### config.mk
export PLATFORM = sky130hd
export DESIGN_NAME = flmw_front
export DESIGN_NICKNAME = d
export VERILOG_FILES = /design/src/hw/rtl/flmw_pkg.sv /design/src/hw/rtl/flmw_front.sv
export SDC_FILE = /design/constraint.sdc
export NUM_CORES = 1
export LEC_CHECK = 0
export BUFFER_PORTS_ARGS = -buffer_cell sky130_fd_sc_hd__buf_2
export CAP_MARGIN = 20
export CORE_AREA = 5 5 115 117
export CTS_BUF_LIST = sky130_fd_sc_hd__clkbuf_8 sky130_fd_sc_hd__clkbuf_16
export CTS_CLUSTER_DIAMETER = 150
export DETAILED_ROUTE_END_ITERATION = 7
export DIE_AREA = 0 0 120 122
export GPL_TIMING_DRIVEN = 0
export HOLD_SLACK_MARGIN = 0.15
export SYNTH_ARGS = -nofsm -noshare
export SYNTH_HDL_FRONTEND = slang
export SYNTH_SLANG_ARGS = --single-unit
### constraint.sdc
create_clock -name clk -period 5.78 [get_ports clk]
set_clock_uncertainty 0.2 [all_clocks]
set_input_delay 0.289 -clock clk [delete_from_list [all_inputs] [get_ports clk]]
set_output_delay 0.289 -clock clk [all_outputs]
set_load 0.1 [all_outputs]
### src/hw/rtl/flmw_pkg.sv
// ----------------------------------------------------------------------------
// flmw_pkg
// Types and fixed constants of the honest-weight accumulator.
// ----------------------------------------------------------------------------
package flmw_pkg;

  localparam int FRAC_W   = 16;
  localparam int SUM_W    = 27;
  localparam int WEIGHT_W = 17;
  localparam int LEAF_W   = 16;
  localparam int ROW_W    = 6;
  localparam int CFG_W    = 11;

  // build limits on the row counts
  localparam int MAX_TEST_ROWS   = 64;
  localparam int MAX_HONEST_ROWS = 64;

  localparam logic [2:0] MODE_LOAD  = 3'd0;
  localparam logic [2:0] MODE_TEST  = 3'd1;
  localparam logic [2:0] MODE_READ  = 3'd2;
  localparam logic [2:0] MODE_MEAN  = 3'd3;
  localparam logic [2:0] MODE_CLEAR = 3'd4;

  localparam logic [1:0] CFG_TREES  = 2'd0;
  localparam logic [1:0] CFG_TEST   = 2'd1;
  localparam logic [1:0] CFG_HONEST = 2'd2;

  typedef struct packed {
    logic [2:0]        mode;
    logic [ROW_W-1:0]  test_row;
    logic [ROW_W-1:0]  honest_row;
    logic [LEAF_W-1:0] leaf_id;
    logic [LEAF_W-1:0] leaf_count;
  } in_item_t;

  typedef struct packed {
    logic [WEIGHT_W-1:0] weight;
    logic                index_error;
  } out_item_t;

  // classified command passed from front to back
  typedef struct packed {
    logic [2:0]        mode;
    logic              bad;
    logic [ROW_W-1:0]  test_row;
    logic [ROW_W-1:0]  honest_row;
    logic [LEAF_W-1:0] leaf_id;
    logic [LEAF_W-1:0] leaf_count;
  } cmd_t;

endpackage

### src/hw/rtl/flmw_front.sv
// ----------------------------------------------------------------------------
// flmw_front
// Accepts transactions, checks row indexes and queues classified commands.
// ----------------------------------------------------------------------------
module flmw_front import flmw_pkg::*; (
  input  logic       clk,
  input  logic       rst_n,
  input  logic       in_valid,
  output logic       in_ready,
  input  in_item_t   in_data,
  input  logic [6:0] ntest,
  input  logic [6:0] nhon,
  output logic       cmd_valid,
  input  logic       cmd_ready,
  output cmd_t       cmd_data
);

  localparam int QD = 2;

  cmd_t       q_r [QD];
  logic [0:0] wp_r, rp_r;
  logic [1:0] cnt_r;
  cmd_t       c;
  logic       push, pop;

  // classify: bad index per mode
  always_comb begin
    c.mode       = in_data.mode;
    c.test_row   = in_data.test_row;
    c.honest_row = in_data.honest_row;
    c.leaf_id    = in_data.leaf_id;
    c.leaf_count = in_data.leaf_count;
    case (in_data.mode)
      MODE_LOAD: c.bad = {1'b0, in_data.honest_row} >= nhon;
      MODE_TEST: c.bad = {1'b0, in_data.test_row} >= ntest;
      MODE_READ: c.bad = ({1'b0, in_data.test_row} >= ntest) ||
                         ({1'b0, in_data.honest_row} >= nhon);
      MODE_MEAN: c.bad = {1'b0, in_data.honest_row} >= nhon;
      default:   c.bad = 1'b0;
    endcase
  end

  assign in_ready  = cnt_r != 2'(QD);
  assign push      = in_valid && in_ready;
  assign cmd_valid = cnt_r != 2'd0;
  assign pop       = cmd_valid && cmd_ready;
  assign cmd_data  = q_r[rp_r];

  // command queue
  always_ff @(posedge clk) begin
    if (!rst_n) begin
      wp_r  <= '0;
      rp_r  <= '0;
      cnt_r <= '0;
    end else begin
      if (push) begin
        q_r[wp_r] <= c;
        wp_r      <= wp_r + 1'b1;
      end
      if (pop) rp_r <= rp_r + 1'b1;
      cnt_r <= cnt_r + 2'(push) - 2'(pop);
    end
  end

endmodule

==> metrics <==
Syn Area/Cell=18.9 µm²; Worst Hold Launch=nhon[6]; status=completed; met3 Track Usage GR=2.88%; Congestion Overflow GR=0; reg2reg path depth=5; Initial Util=33.4%; Final Routed Wirelength=around 8000 µm; DR vias=2,402; RSZ-0062 raised after global routing=false; Critical Path Source Type=flop; Crit path arrival time=2.15 ns; Tmin final=2.31 ns; Setup crit end kind=flop; Crit Path Category=reg2reg; largest net degree at the start of global routing=30; Final Cycle Share=39.9%; max cap viols=0; Reg-to-Reg End=q_r[0][13]; io pins=around 120; DR pass1 iterations=4; Seq/Total Area, Yosys=around 73%; Tightest Pin Transition=0.893 ns; required time of the critical path=5.62 ns; first-pass GRT wire length=approximately 13,000 µm; port bufs=114; most frequent cells in the layout=buf_2, edfxtp_1, dlygate4sd3_1, mux2_2, mux2_4; commonest non-fill, non-tap cell in the layout=buf_2; CTS sink cnt=101; top cells by area, synth=edfxtp_1, mux2_2, mux2_4; WL/cell=approximately 15 µm; share of cells above drive strength 1=47.4%; Switching Share=42.5%; Clock power frac=between 20% and 30%; Worst Hold Endpoint=q_r[1][44]; Gate power share=42.7%; P_sw=1130 µW; H-Tree Depth=3; post-synthesis cell type with the largest combined area=edfxtp_1; power per cell area=463 mW/mm²; number of global-route vias before repair=2,607; Root Driver=clkbuf_16; buffer levels on the longest clock path=2; initial antenna violation count=0; dpl cells=486; total CTS buffers=9; relative slew slack=40.2%; Diodes inserted=0; flop and latch count out of synthesis=101; initial DRC count=90; Worst Hold Class=in2reg; fmax=approximately 0.43 GHz; internal power component=1520 µW; routability cong.=0.723; Die ar.=0.0146 mm²; Final nets=475; post-synth top area share=between 70% and 80%; Resize count post-CTS=0; met2 usage=18.9%; met1 Usage GRT=14.4%; Global Route Usage Sum=11.5%; gr busiest metal=met2; final hold vios=0; setup bufs post-CTS=0; CTS tree=done; syn_nets=296; area grow syn2layout=40.0%; # rows=slightly above 40; cell count of the worst hold path=4; Clk pin slew, worst setup/hold paths=0.07 ns; clock latency on the worst-skew pair=0.33 ns; crit-path max FO=11; Final Non-Filler Cells=551; max-slew violation count=0; Via-to-Cell Ratio=4.36; DR DRC count=0; R2R Setup Slk=3.47 ns; endpoints failing setup=0; Die Height=122 µm; Horiz. Die Dim=120 µm; register share of total power=between 30% and 40%; Layout Utilization=46.7%; Detail Placement HPWL=5600 µm; r2r startpoint=cnt_r[0]; Mapped Area=roughly 0.0041 mm²; Yosys cell types=30; Final ANT Viol Nets=0; Yosys warnings=0; leak pwr=0.00230 µW; Setup TNS=0 ns; VDD IR max=0.367 mV; core area=0.0123 mm²; Gate Count Post-Synth=around 220
==> stage by stage <==
step                setup WS [ns]  total power [µW]  instance area, µm²  hold WS, ns
global route                 3.32              2760                5730        0.201
global placement            -1.58              2020                4850        0.279
finish                       3.47              2650                5730        0.186
floorplan                  0.0858              1860                4090        0.188
detailed placement           3.43              2030                4930        0.285
CTS                          3.42              2690                5730        0.165
==> worst max path at each step <==
| stage | slack, ns | start | endpoint |
|---|---|---|---|
| 2_1_floorplan | 0.09 | cnt_r[0] | q_r[0][0] |
| 3_3_place_gp | -1.58 | cnt_r[0] | q_r[0][13] |
| 3_5_place_dp | 3.43 | cnt_r[0] | q_r[0][13] |
| 4_1_cts | 3.42 | cnt_r[0] | q_r[0][16] |
| 5_1_grt | 3.32 | cnt_r[0] | q_r[0][12] |
| 6_report | 3.47 | cnt_r[0] | q_r[0][13] |
==> repair_timing <==
| action | in CTS | in global routing |
|---|---|---|
| hold endpoints to repair | 99 | 0 |
| setup endpoints to repair | 0 | 0 |
| hold buffers | 49 | 0 |
==> synthesized netlist by cell type <==
master / instances
a21o_1: 1
mux2_2: 28
nor2b_1: 2
or2_1: 1
a21oi_1: 2
nor3b_1: 1
buf_4: 1
xnor2_1: 4
nor3_1: 1
mux2_4: 20
nand3_1: 1
ha_1: 14
o21ai_1: 1
and4_1: 1
buf_6: 2
a211oi_1: 1
and2_1: 3
o21ai_0: 4
inv_1: 14
and2_4: 1
buf_2: 2
dfxtp_1: 5
nand2_1: 2
nor2_1: 2
edfxtp_1: 96
a31oi_1: 1
or3_1: 1
nor4_1: 1
xnor2_2: 1
nand2b_1: 3
==> sequential cells by signal (all words and copies together) (netlist names), named ones only <==
signal / count
q_r: 96
rp_r: 1
cnt_r: 2
wp_r: 1
==> cell families (layout without fill, tap and decap cells) <==
kind of cell	after synthesis	in the layout	synth area share, %
AND/OR/NAND/NOR	20	20	2.90
AO/OA/AOI/OAI	10	10	1.38
buffers and inverters	19	203	2.26
adder cells (fa/ha/maj)	14	14	4.28
XOR/XNOR	5	5	1.25
multiplexers	48	48	15.0
flip-flops	101	101	72.9
==> per-layer routing <==
layer | up-vias | routed length [µm]
li1 | 1180 | -
met1 | 1144 | 3560
met2 | 68 | 3960
met3 | 10 | 400
met4 | 0 | 138
met5 | - | 0
==> worst max-delay path: stages (launching register included) <==
cell and delay (ns):
dfxtp_1 0.34, nand2b_1 0.16, nand2_1 0.13, nor3b_2 0.77, buf_8 0.23, buf_6 0.17
==> power groups by stage <==
stage | combinational [µW] | sequential, µW | clock, µW
CTS | 1150 | 898 | 642
global placement | 1100 | 920 | 0
detailed placement | 1120 | 914 | 0
floorplan | 945 | 912 | 0
finish | 1130 | 897 | 621
global route | 1180 | 903 | 674
==> final cells by class <==
cell class              count  area [µm²]
clock buffers               9         225
well taps                 150         188
fillers                  1084        6530
clock inverters             7        82.6
flip-flops and latches    101        2980
plain buffers               5        40.0
multi-input cells          97        1020
inverters                  14        52.6
repair buffers            168        1130
(Power assumes the default switching activity.)
